### src/sv/fthash_pkg.sv
// Shared types, constants and mix helper for the flow tuple bucket hash.
`timescale 1ns / 1ps
package fthash_pkg;

  localparam int unsigned WORD_W      = 32;
  localparam int unsigned MIX_LINES   = 9;
  localparam logic [WORD_W-1:0] GOLDEN_WORD        = 32'h9e37_79b9;
  localparam logic [WORD_W-1:0] BUCKET_COUNT_RESET = 32'd1024;

  // Shift amount of each mix line, in order
  localparam int unsigned MIX_SHIFT [MIX_LINES] = '{13, 8, 13, 12, 16, 5, 3, 10, 15};

  typedef logic [WORD_W-1:0] word_t;

  // Flow five-tuple as carried through the front of the pipeline
  typedef struct packed {
    logic [31:0] source_address;
    logic [31:0] destination_address;
    logic [15:0] source_port;
    logic [15:0] destination_port;
    logic [7:0]  protocol_number;
  } tuple_t;

  // One lookup2 mix line: x -= y; x -= z; x ^= z shifted
  function automatic word_t mix_line(input word_t x, input word_t y, input word_t z,
                                     input logic [4:0] sh, input logic left);
    word_t d;
    d = x - y - z;
    mix_line = left ? (d ^ (z << sh)) : (d ^ (z >> sh));
  endfunction

endpackage

### src/sv/fthash_mix.sv
// Seed/add stage followed by one register stage per lookup2 mix line.
`timescale 1ns / 1ps
module fthash_mix (
  input  logic                clk,
  input  logic                rst,
  input  logic                en,
  input  logic                in_valid,
  input  fthash_pkg::tuple_t  tuple,
  input  fthash_pkg::word_t   bucket_count,
  output logic                out_valid,
  output fthash_pkg::word_t   hash
);
  import fthash_pkg::*;

  word_t a [MIX_LINES+1];
  word_t b [MIX_LINES+1];
  word_t c [MIX_LINES+1];
  logic  valid [MIX_LINES+1];

  // Seed stage: golden word plus tuple fields and bucket count
  always_ff @(posedge clk) begin
    if (rst) begin
      valid[0] <= 1'b0;
    end else if (en) begin
      valid[0] <= in_valid;
    end
    if (en) begin
      a[0] <= GOLDEN_WORD + tuple.source_address + {16'd0, tuple.destination_port};
      b[0] <= GOLDEN_WORD + tuple.destination_address + {24'd0, tuple.protocol_number};
      c[0] <= GOLDEN_WORD + {16'd0, tuple.source_port} + bucket_count;
    end
  end

  // One mix line per stage; the updated word rotates a, b, c
  for (genvar k = 0; k < MIX_LINES; k++) begin : g_line
    localparam logic [4:0] SH = 5'(MIX_SHIFT[k]);
    always_ff @(posedge clk) begin
      if (rst) begin
        valid[k+1] <= 1'b0;
      end else if (en) begin
        valid[k+1] <= valid[k];
      end
      if (en) begin
        if (k % 3 == 0) begin
          a[k+1] <= mix_line(a[k], b[k], c[k], SH, 1'b0);
          b[k+1] <= b[k];
          c[k+1] <= c[k];
        end else if (k % 3 == 1) begin
          a[k+1] <= a[k];
          b[k+1] <= mix_line(b[k], c[k], a[k], SH, 1'b1);
          c[k+1] <= c[k];
        end else begin
          a[k+1] <= a[k];
          b[k+1] <= b[k];
          c[k+1] <= mix_line(c[k], a[k], b[k], SH, 1'b0);
        end
      end
    end
  end

  assign out_valid = valid[MIX_LINES];
  assign hash      = c[MIX_LINES];

endmodule

### config.mk
export PLATFORM = sky130hd
export DESIGN_NAME = fthash_mix
export DESIGN_NICKNAME = d
export VERILOG_FILES = /design/src/sv/fthash_pkg.sv /design/src/sv/fthash_mix.sv
export SDC_FILE = /design/constraint.sdc
export NUM_CORES = 2
export LEC_CHECK = 0
export BUFFER_PORTS_ARGS = -buffer_cell sky130_fd_sc_hd__buf_2
export CAP_MARGIN = 25
export CORE_MARGIN = 2
export CORE_UTILIZATION = 23
export DETAILED_ROUTE_END_ITERATION = 6
export RECOVER_POWER = 100
export SLEW_MARGIN = 10
export SYNTH_ARGS = -nofsm -noshare
export SYNTH_HDL_FRONTEND = slang
export SYNTH_SLANG_ARGS = --single-unit
### constraint.sdc
create_clock -name clk -period 6 [get_ports clk]
set_input_delay 1.2 -clock clk [delete_from_list [all_inputs] [get_ports clk]]
set_output_delay 1.2 -clock clk [all_outputs]
set_load 0.01 [all_outputs]
==> impl_metrics.toml <==
[clock_tree]
clk_pin_slew_ns = 0.06
cts_tree = "done"
htree_num_levels = 3
clock-sinks = 906
cts_made_buffers = 94
cts_resized = 0
clock-root-buffer = "clkbuf_16"
ctsHoldBuffers = 0
clk_latency_ns = 0.70
clockBufferDepth = 3
cts_setup_buffers = 0

[placed_design]
place_congestion = 0.8950
io_buffer_count = 172
place_area_um2 = 59870
dpl.hpwl_um = 90930

[global_routing]
grt_max_degree = 128
grt_pass1_wl_um = 183100
grt_pass1_vias = 33203
antenna_found_initial = 3
grt_remaining_overflow = 0
track_usage_pct = 9.443

[critical_path]
slowest_delay_ns = 0.70
crit_type = "register to register"
crit_chain = "fa_1, ha_1, a21o_1, a21o_1, a221oi_1, o21ai_0, a311oi_1, o21ai_0, a21oi_1, o21bai_1, xnor2_1"
cpMaxStageDelayCell = "a311oi_1"
rr_worst_depth = 11
cp-startpoint = "c[8][0]"
worstPathMaxFanout = 4
r2r-start = "c[8][0]"
worstReg2RegEnd = "c[9][31]"
required_ns = 6.48
startpoint_type = "register"
rrSetupSlack_ns = 1.47
crit_arrival_ns = 5.01
end_kind = "register"

[routing]
routed_wl_um = 114800
routed_via_density = 4.060
drt_pass1_iterations = 7
drc = 7
drt_iter0_drc = 2005
vias = 32486
wire_per_inst_um = 14.35
ant_nets = 0

[synthesis]
syn_avg_cell_area_um2 = 12.21
yosys.area.top_type_share_pct = 49.50
netlist_instances = 4500
synth.area.top_cells = "edfxtp_1 (49%), fa_1 (10%), ha_1 (9.5%)"
ys_types = 88
ys_async_sr_fraction_pct = 0
synth-seq-cells = 906
yosysWarnings = 0
synth_edf_count = 906
synth.largest_area_cell = "edfxtp_1"
syn_nets = 5333
synth_ff_type = "edfxtp_1"
ys_seq_area_share_pct = 49.50
synthesis.area_um2 = 54960

[die]
die-area_um2 = 242900
io_pins = 173
initial_utilization_pct = 23.11
row_count = 179
die_h_um = 492.8
die_w_um = 492.8
core_um2 = 237900

[min_path]
hold_class = "register to register"
min_to = "c[4][6]"
min_path_cells = 0
min-delay-start = "c[3][6]"

[cells_and_area]
fin_util_pct = 26.38
fin_nets = 5592
antennaDiodeCount = 0
nFillCells = 24651
finalInstanceArea_um2 = 62750
drive_gt1_share_pct = 6.413
syn_to_final_growth_pct = 14.17

[run]
maxCapViolations = 11

[run_status]
status = "finished with violations"
violations = "design-rule violations, max-capacitance violations, max-slew violations"

[sta]
setup_viol = 0
fin_crit_ns = 4.531
fmax_mhz = 220.7
slew_viol_final = 765
grt_setup_unrepaired = "false"
finalClockSkew_ns = 0.02813
timing.setup.tns_ns = 0
relSlewSlack_pct = -102.7
fin_crit_sh_pct = 75.51
worst_pin_slew_ns = 3.040
hold_viol_final = 0
## synthesized netlist by cell type (all sizes together), types with 7 or more instances
master    n
a21oi   293
o21ai   148
nand4    30
a221o     7
edfxtp  906
nor2b    36
o211ai   14
or3       8
and2     28
nand3    47
o21a     46
nand2b   25
a21boi   10
a31oi    38
fa      276
nor3     39
nor2    163
and4      9
inv     787
or2       9
a21o    194
ha      417
and3     30
a211o    11
xnor2   417
nand2   152
a311oi    7
clkbuf   23
a31o     10
o31ai    11
xor2    154
a211oi   27
o21bai   38
## registers in the layout (all words and copies together), names as in the netlist
name / flops
a: 288
b: 288
c: 320
valid: 10
## worst max-delay path by stage
stage                to  slack, ns  cells past startpoint
2_1_floorplan  a[0][31]       1.88                     12
3_3_place_gp   c[0][31]       1.20                     13
3_5_place_dp   c[0][31]       1.11                     13
4_1_cts        c[0][31]       1.87                     13
5_1_grt        c[6][30]       1.15                     12
6_report       c[9][31]       1.47                     11
## stage by stage
step / setup WS (ns) / cells / hold WS, ns
3_3_place_gp: 1.198 / 7830 / 0.4340
5_1_grt: 1.155 / 8001 / 0.4638
4_1_cts: 1.869 / 8001 / 0.4461
6_report: 1.470 / 8001 / 0.4417
2_1_floorplan: 1.877 / 4500 / 0.4264
3_5_place_dp: 1.112 / 7830 / 0.4370
## cell usage in the layout, fill, tap and decap left out, types with 21 or more instances in the layout
master	Yosys	layout
xor2_1	154	154
and3_1	29	29
nand4_1	30	30
buf_2	0	138
clkbuf_16	0	95
nand3_1	47	47
edfxtp_1	906	906
ha_1	417	417
inv_1	787	787
nor2_1	163	163
nand2_1	151	152
fa_1	276	276
a21o_1	191	191
nor2b_1	36	36
a21oi_1	288	292
a31oi_1	36	38
nand2b_1	25	25
o21ai_0	137	147
clkinv_1	0	21
a211oi_1	25	27
o21a_1	46	46
clkbuf_1	23	57
o21bai_1	38	38
nor3_1	39	39
xnor2_1	417	417
## layout make-up
| cell class | instances | area (um2) | area share [%] |
|---|---|---|---|
| inverters | 787 | 2954 | 4.708 |
| clock buffers | 108 | 2426 | 3.866 |
| clock inverters | 63 | 735.7 | 1.172 |
| well taps | 3167 | 3963 | 6.315 |
| repair buffers | 187 | 890.9 | 1.420 |
| flip-flops and latches | 906 | 27210 | 43.36 |
| multi-input cells | 2783 | 24570 | 39.16 |
## per-layer routing
layer / up-vias / part of all wire, % / track usage (%)
li1: 16144 / - / -
met1: 15413 / 49 / 13.25
met2: 727 / 44 / 14.83
met3: 196 / 4.1 / 1.491
met4: 6 / 3.0 / 3.072
met5: - / 0.023 / 0
## critical path, delay by kind of cell (launching register included)
family	cells	cell delay [ns]
flops	1	0.40
fa+ha+maj	2	0.80
xor+xnor	1	0.27
compound gates	8	2.85
## cell families (layout without fill, tap and decap cells)
logic type,count (synthesis),in the layout,synth area share [%]
buf+inv,811,1145,5.539
flops,906,906,49.50
simple gates,594,594,5.231
mux,1,1,0.02049
fa+ha+maj,693,693,19.55
xor+xnor,571,571,9.099
compound gates,924,924,11.07
Power is not shown: default switching activity piles up to over one toggle a cycle in this logic, so the estimate is an artifact.
