## config.mk

```make
export PLATFORM = sky130hd
export DESIGN_NAME = fthash_mod
export DESIGN_NICKNAME = d
export VERILOG_FILES = /design/src/sv/fthash_pkg.sv /design/src/sv/fthash_mod.sv
export SDC_FILE = /design/constraint.sdc
export NUM_CORES = 2
export LEC_CHECK = 0
export BUFFER_PORTS_ARGS = -buffer_cell sky130_fd_sc_hd__buf_2
export CAP_MARGIN = 5
export CORE_MARGIN = 1
export CORE_UTILIZATION = 43
export CTS_BUF_LIST = sky130_fd_sc_hd__clkbuf_8
export CTS_CLUSTER_SIZE = 12
export DETAILED_ROUTE_END_ITERATION = 8
export PLACE_DENSITY = 0.64
export RECOVER_POWER = 100
export SLEW_MARGIN = 0
export SYNTH_ARGS = -nofsm -noshare
export SYNTH_HDL_FRONTEND = slang
export SYNTH_SLANG_ARGS = --single-unit
export TNS_END_PERCENT = 30
```

## constraint.sdc

```tcl
create_clock -name clk -period 5.4 [get_ports clk]
set_clock_uncertainty 0.05 [all_clocks]
set_input_delay 1.08 -clock clk [delete_from_list [all_inputs] [get_ports clk]]
set_output_delay 1.08 -clock clk [all_outputs]
set_load 0.01 [all_outputs]
```

## src/sv/fthash_pkg.sv

```systemverilog
// Shared types, constants and mix helper for the flow tuple bucket hash.
`timescale 1ns / 1ps
package fthash_pkg;

  localparam int unsigned WORD_W      = 32;
  localparam int unsigned MIX_LINES   = 9;
  localparam logic [WORD_W-1:0] GOLDEN_WORD        = 32'h9e37_79b9;
  localparam logic [WORD_W-1:0] BUCKET_COUNT_RESET = 32'd1024;

  // Shift amount of each mix line, in order
  localparam int unsigned MIX_SHIFT [MIX_LINES] = '{13, 8, 13, 12, 16, 5, 3, 10, 15};

  typedef logic [WORD_W-1:0] word_t;

  // Flow five-tuple as carried through the front of the pipeline
  typedef struct packed {
    logic [31:0] source_address;
    logic [31:0] destination_address;
    logic [15:0] source_port;
    logic [15:0] destination_port;
    logic [7:0]  protocol_number;
  } tuple_t;

  // One lookup2 mix line: x -= y; x -= z; x ^= z shifted
  function automatic word_t mix_line(input word_t x, input word_t y, input word_t z,
                                     input logic [4:0] sh, input logic left);
    word_t d;
    d = x - y - z;
    mix_line = left ? (d ^ (z << sh)) : (d ^ (z >> sh));
  endfunction

endpackage

```

## src/sv/fthash_mod.sv

```systemverilog
// Pipelined restoring remainder: one quotient bit per register stage.
`timescale 1ns / 1ps
module fthash_mod (
  input  logic               clk,
  input  logic               rst,
  input  logic               en,
  input  logic               in_valid,
  input  fthash_pkg::word_t  dividend,
  input  fthash_pkg::word_t  divisor,
  output logic               out_valid,
  output fthash_pkg::word_t  remainder
);
  import fthash_pkg::*;

  // Stage k registers; bits holds the dividend bits not yet consumed
  word_t rem   [WORD_W];
  word_t bits  [WORD_W-1];
  logic  valid [WORD_W];

  // Shift in the next dividend bit, subtract divisor when it fits
  for (genvar k = 0; k < WORD_W; k++) begin : g_step
    word_t           rem_in;
    word_t           bits_in;
    logic            valid_in;
    logic [WORD_W:0] trial;
    logic [WORD_W:0] diff;

    // First stage takes the ports, the others the previous stage
    if (k == 0) begin : g_head
      assign rem_in   = '0;
      assign bits_in  = dividend;
      assign valid_in = in_valid;
    end else begin : g_tail
      assign rem_in   = rem[k-1];
      assign bits_in  = bits[k-1];
      assign valid_in = valid[k-1];
    end

    assign trial = {rem_in, bits_in[WORD_W-1]};
    assign diff  = trial - {1'b0, divisor};

    always_ff @(posedge clk) begin
      if (rst) begin
        valid[k] <= 1'b0;
      end else if (en) begin
        valid[k] <= valid_in;
      end
      if (en) begin
        rem[k] <= diff[WORD_W] ? trial[WORD_W-1:0] : diff[WORD_W-1:0];
      end
    end

    // Remaining dividend bits move on to every stage but the last
    if (k < WORD_W-1) begin : g_shift
      always_ff @(posedge clk) begin
        if (en) begin
          bits[k] <= {bits_in[WORD_W-2:0], 1'b0};
        end
      end
    end
  end

  assign out_valid = valid[WORD_W-1];
  assign remainder = rem[WORD_W-1];

endmodule

```

==> results.cfg <==
[timing]
tightest_slew_ns = 4.05
maxClockFrequency_mhz = 197
rsz_0062_raised_after_global_routing = no
slew-limit-headroom_pct = -170
timing.final.setup_violations = 0
layout_min_cycle_time_ns = 5.08
timing.final.max_slew_violations = 120
setup_slack_ns = 0.320
tns_ns = 0
count_of_endpoints_failing_hold_in_the_final_timing_report = 0
post-route-period-util_pct = 94.1
fin_hold_ws_ns = 0.151

[detailed_routing]
detailedRoute.firstIterationViolations = 6137
detail_route.wirelength_um = 277000
drc = 0
detailedRoute.firstPassIterationCount = 8
postRouteAntennaNets = 0
wire_per_inst_um = 20.0
post_drt_via_cell_ratio = 5.74
routed-via-count = 79300

[die]
ioPinCount = 101
core_box_area_um2 = 247000
die_width_um = 501
die_area_um2 = 251000
core.rowCount = 182
initial_standard_cell_utilization_of_the_core_pct = 43.4
floorplan.die.height_um = 501

[global_routing]
grt_remaining_overflow = 0
grt_pass1_vias = 76900
track_usage_pct = 21.5
grt_start_max_net_pins = 149
grt_antenna_before_repair = 11
grt_first_pass_wirelength_um = 428000

[yosys]
yosys.area_share.simple_pct = 9.67
compound_gate_portion_of_the_synthesized_area_pct = 17.0
ys.warnings.count = 0
ys_async_sr_fraction_pct = 0
syn-cell-area_um2 = 107000
synth_area_per_cell_um2 = 11.1
synth.cells.most_frequent = sky130_fd_sc_hd__edfxtp_1, sky130_fd_sc_hd__ha_1, sky130_fd_sc_hd__a21oi_1, sky130_fd_sc_hd__mux2_2, sky130_fd_sc_hd__nor2_1
synth_top_area_share_pct = 43.6
synth_top_family_by_area = compound AO/OA/AOI/OAI gates
ys_ff_latch = 1552
synth-seq-area-share_pct = 43.6
post_synth_fa_ha_maj_area_fraction_pct = 12.2
synth_enable_flop_cells = 1552
multiplexer_fraction_of_the_synthesized_cell_area_pct = 8.75
synth_flop_cell = sky130_fd_sc_hd__edfxtp_1
synth_cells = 9666
parity_gate_share_of_the_synthesized_area_counting_xor_and_xnor_cells_pct = 6.81
synth.largest_area_cell = sky130_fd_sc_hd__edfxtp_1
yosys-top-cells-area = sky130_fd_sc_hd__edfxtp_1, sky130_fd_sc_hd__ha_1, sky130_fd_sc_hd__mux2_2
post-synth-top-count-cell = sky130_fd_sc_hd__edfxtp_1
yosysUniqueCellTypes = 98

[clock_tree]
h_tree_lvls = 5
clk_transition_reported_paths_ns = 0.06
cts-buffers-inserted = 302
numClockSinks = 1552
postCtsResizedCells = 0
clockBufferDepth = 4
ctsRootBufferMaster = sky130_fd_sc_hd__clkbuf_8
holdBufCountCts = 0
tritoncts_clock_tree = done
clock_latency_ns = 1.04
post_cts_setup_repair_buffer_count = 0

[placement]
place_ws_ns = -0.0830
dp_hpwl_um = 202000
port_buffers = 100
dp_cells = 13300
gpl.final_weighted_congestion = 0.923

[hold_path]
timing.hold.worst.start = dividend[11]
worstHoldEndpoint = bits[0][11]
hold-path-cell-count = 1
hp-class = input port to register

[setup_path]
worst-endpoint-required_ns = 6.02
regToRegStartpoint = bits[15][30]
ff2ff_setup_slack_ns = 0.51
critical_path.startpoint_type = input port
critical_path_peak_fanout = 31
critPathLaunch = divisor[0]
crit_arrival_ns = 5.70
register_to_register_path_depth = 15
crit_path_end_kind = register
critical_path.reg2reg.endpoint = rem[1][28]
critical_path_class = input port to register

[cells_and_area]
utilization_pct = 48.6
fin_cells = 13800
flow.area_growth_from_synthesis_pct = 12.2
drive_above_1_share_pct = 15.1
fin_nets = 11400

[run_status]
status = complete, but fails checks
failed_checks = max-capacitance violations, max-slew violations

[power]
vdd.ir_drop.worst_mv = 0.308
p_leak_nw = 48.6
power-per-cell-area_nw_per_um2 = 698

[job]
max_cap_violations = 1
layout make-up:
class	instances	area, um^2
Antenna cell	5	12.5
Clock buffer	306	4210
Clock inverter	203	1150
Fill cell	22100	127000
Inverter	288	1080
Multi-Input combinational cell	7613	58500
Sequential cell	1552	46600
Tap cell	3312	4140
Timing Repair Buffer	528	4280
placed cells by master (no fill, tap or decap), types with 37 or more instances in the layout:
| cell type | netlist | final |
|---|---|---|
| sky130_fd_sc_hd__or3_1 | 47 | 47 |
| sky130_fd_sc_hd__o21bai_1 | 91 | 91 |
| sky130_fd_sc_hd__and3_1 | 66 | 66 |
| sky130_fd_sc_hd__inv_1 | 288 | 347 |
| sky130_fd_sc_hd__mux2i_1 | 74 | 74 |
| sky130_fd_sc_hd__and2_1 | 78 | 51 |
| sky130_fd_sc_hd__a21o_1 | 521 | 521 |
| sky130_fd_sc_hd__buf_2 | 85 | 59 |
| sky130_fd_sc_hd__xnor2_1 | 550 | 547 |
| sky130_fd_sc_hd__nand3_1 | 174 | 174 |
| sky130_fd_sc_hd__buf_4 | 6 | 276 |
| sky130_fd_sc_hd__a211o_1 | 38 | 38 |
| sky130_fd_sc_hd__nor3_1 | 140 | 140 |
| sky130_fd_sc_hd__clkbuf_8 | 0 | 306 |
| sky130_fd_sc_hd__nor2_1 | 565 | 565 |
| sky130_fd_sc_hd__edfxtp_1 | 1552 | 1552 |
| sky130_fd_sc_hd__clkinv_2 | 0 | 37 |
| sky130_fd_sc_hd__a211oi_1 | 68 | 69 |
| sky130_fd_sc_hd__clkinv_1 | 0 | 56 |
| sky130_fd_sc_hd__mux2_2 | 707 | 664 |
| sky130_fd_sc_hd__buf_12 | 0 | 70 |
| sky130_fd_sc_hd__o211ai_1 | 37 | 38 |
| sky130_fd_sc_hd__nand2_1 | 487 | 487 |
| sky130_fd_sc_hd__o31ai_1 | 61 | 62 |
| sky130_fd_sc_hd__a21oi_1 | 834 | 835 |
| sky130_fd_sc_hd__clkbuf_1 | 132 | 97 |
| sky130_fd_sc_hd__o21ai_0 | 502 | 510 |
| sky130_fd_sc_hd__a21boi_0 | 43 | 43 |
| sky130_fd_sc_hd__nand4_1 | 116 | 116 |
| sky130_fd_sc_hd__o21a_1 | 180 | 180 |
| sky130_fd_sc_hd__mux2_1 | 32 | 93 |
| sky130_fd_sc_hd__a31oi_1 | 86 | 86 |
| sky130_fd_sc_hd__nor2b_1 | 159 | 159 |
| sky130_fd_sc_hd__nand2b_1 | 129 | 130 |
| sky130_fd_sc_hd__ha_1 | 994 | 994 |
| sky130_fd_sc_hd__xor2_1 | 265 | 256 |
report_power, final:
part	internal (mW)	switching, mW	total, mW
Sequential	20.7	3.11	23.9
Clock	5.77	5.15	10.9
Combinational	23.9	25.1	49.0
Total	50.4	33.3	83.7
critical path, cell delays in order:
cell and delay, ns:
sky130_fd_sc_hd__clkbuf_1 0.24, sky130_fd_sc_hd__buf_12 0.23, sky130_fd_sc_hd__ha_1 0.23, sky130_fd_sc_hd__fa_1 0.24
sky130_fd_sc_hd__nor2b_1 0.08, sky130_fd_sc_hd__o31ai_1 0.49, sky130_fd_sc_hd__a211oi_1 0.18, sky130_fd_sc_hd__clkbuf_1 0.17
sky130_fd_sc_hd__o41ai_1 0.91, sky130_fd_sc_hd__a311oi_1 0.27, sky130_fd_sc_hd__nor2_1 0.18, sky130_fd_sc_hd__a211o_1 0.18
sky130_fd_sc_hd__o21bai_1 0.07, sky130_fd_sc_hd__a21oi_1 0.35, sky130_fd_sc_hd__xnor2_4 0.17, sky130_fd_sc_hd__buf_12 0.21
sky130_fd_sc_hd__mux2_2 0.35
stage by stage:
step	total power, mW	area [um^2]
after global routing	89.9	120000
after floorplan	60.3	107000
after detailed placement	73.3	115000
after global placement	72.4	115000
final	83.7	120000
after CTS	84.9	121000
cells by family after synthesis:
group | Yosys count
flip-flops | 1552
XOR/XNOR | 824
adder cells (fa/ha/maj) | 1025
buffers and inverters | 515
AO/OA/AOI/OAI | 2811
multiplexers | 833
other | 1
AND/OR/NAND/NOR | 2105
metal layers:
metal / vias up / global-route usage [%] / routed length, um
met5: - / 0 / 17
met4: 2 / 6.80 / 8170
met3: 518 / 2.83 / 15900
met1: 38200 / 30.5 / 130000
met2: 2271 / 33.9 / 123000
li1: 38300 / - / -
how the worst max path moves through the flow:
| stage | slack, ns | cells after the start | end |
|---|---|---|---|
| 6_report | 0.32 | 17 | rem[0][435] |
| 5_1_grt | 0.26 | 16 | rem[0][71] |
| 4_1_cts | 0.83 | 15 | rem[0][407] |
| 3_5_place_dp | -0.08 | 17 | rem[0][418] |
| 3_3_place_gp | -0.18 | 16 | rem[0][127] |
| 2_1_floorplan | 0.26 | 15 | rem[0][127] |
flip-flops by register name, indices dropped and copies added, names as in the netlist:
name   count
rem     1024
bits     496
valid     32
Power figures use the tool's default switching activity.
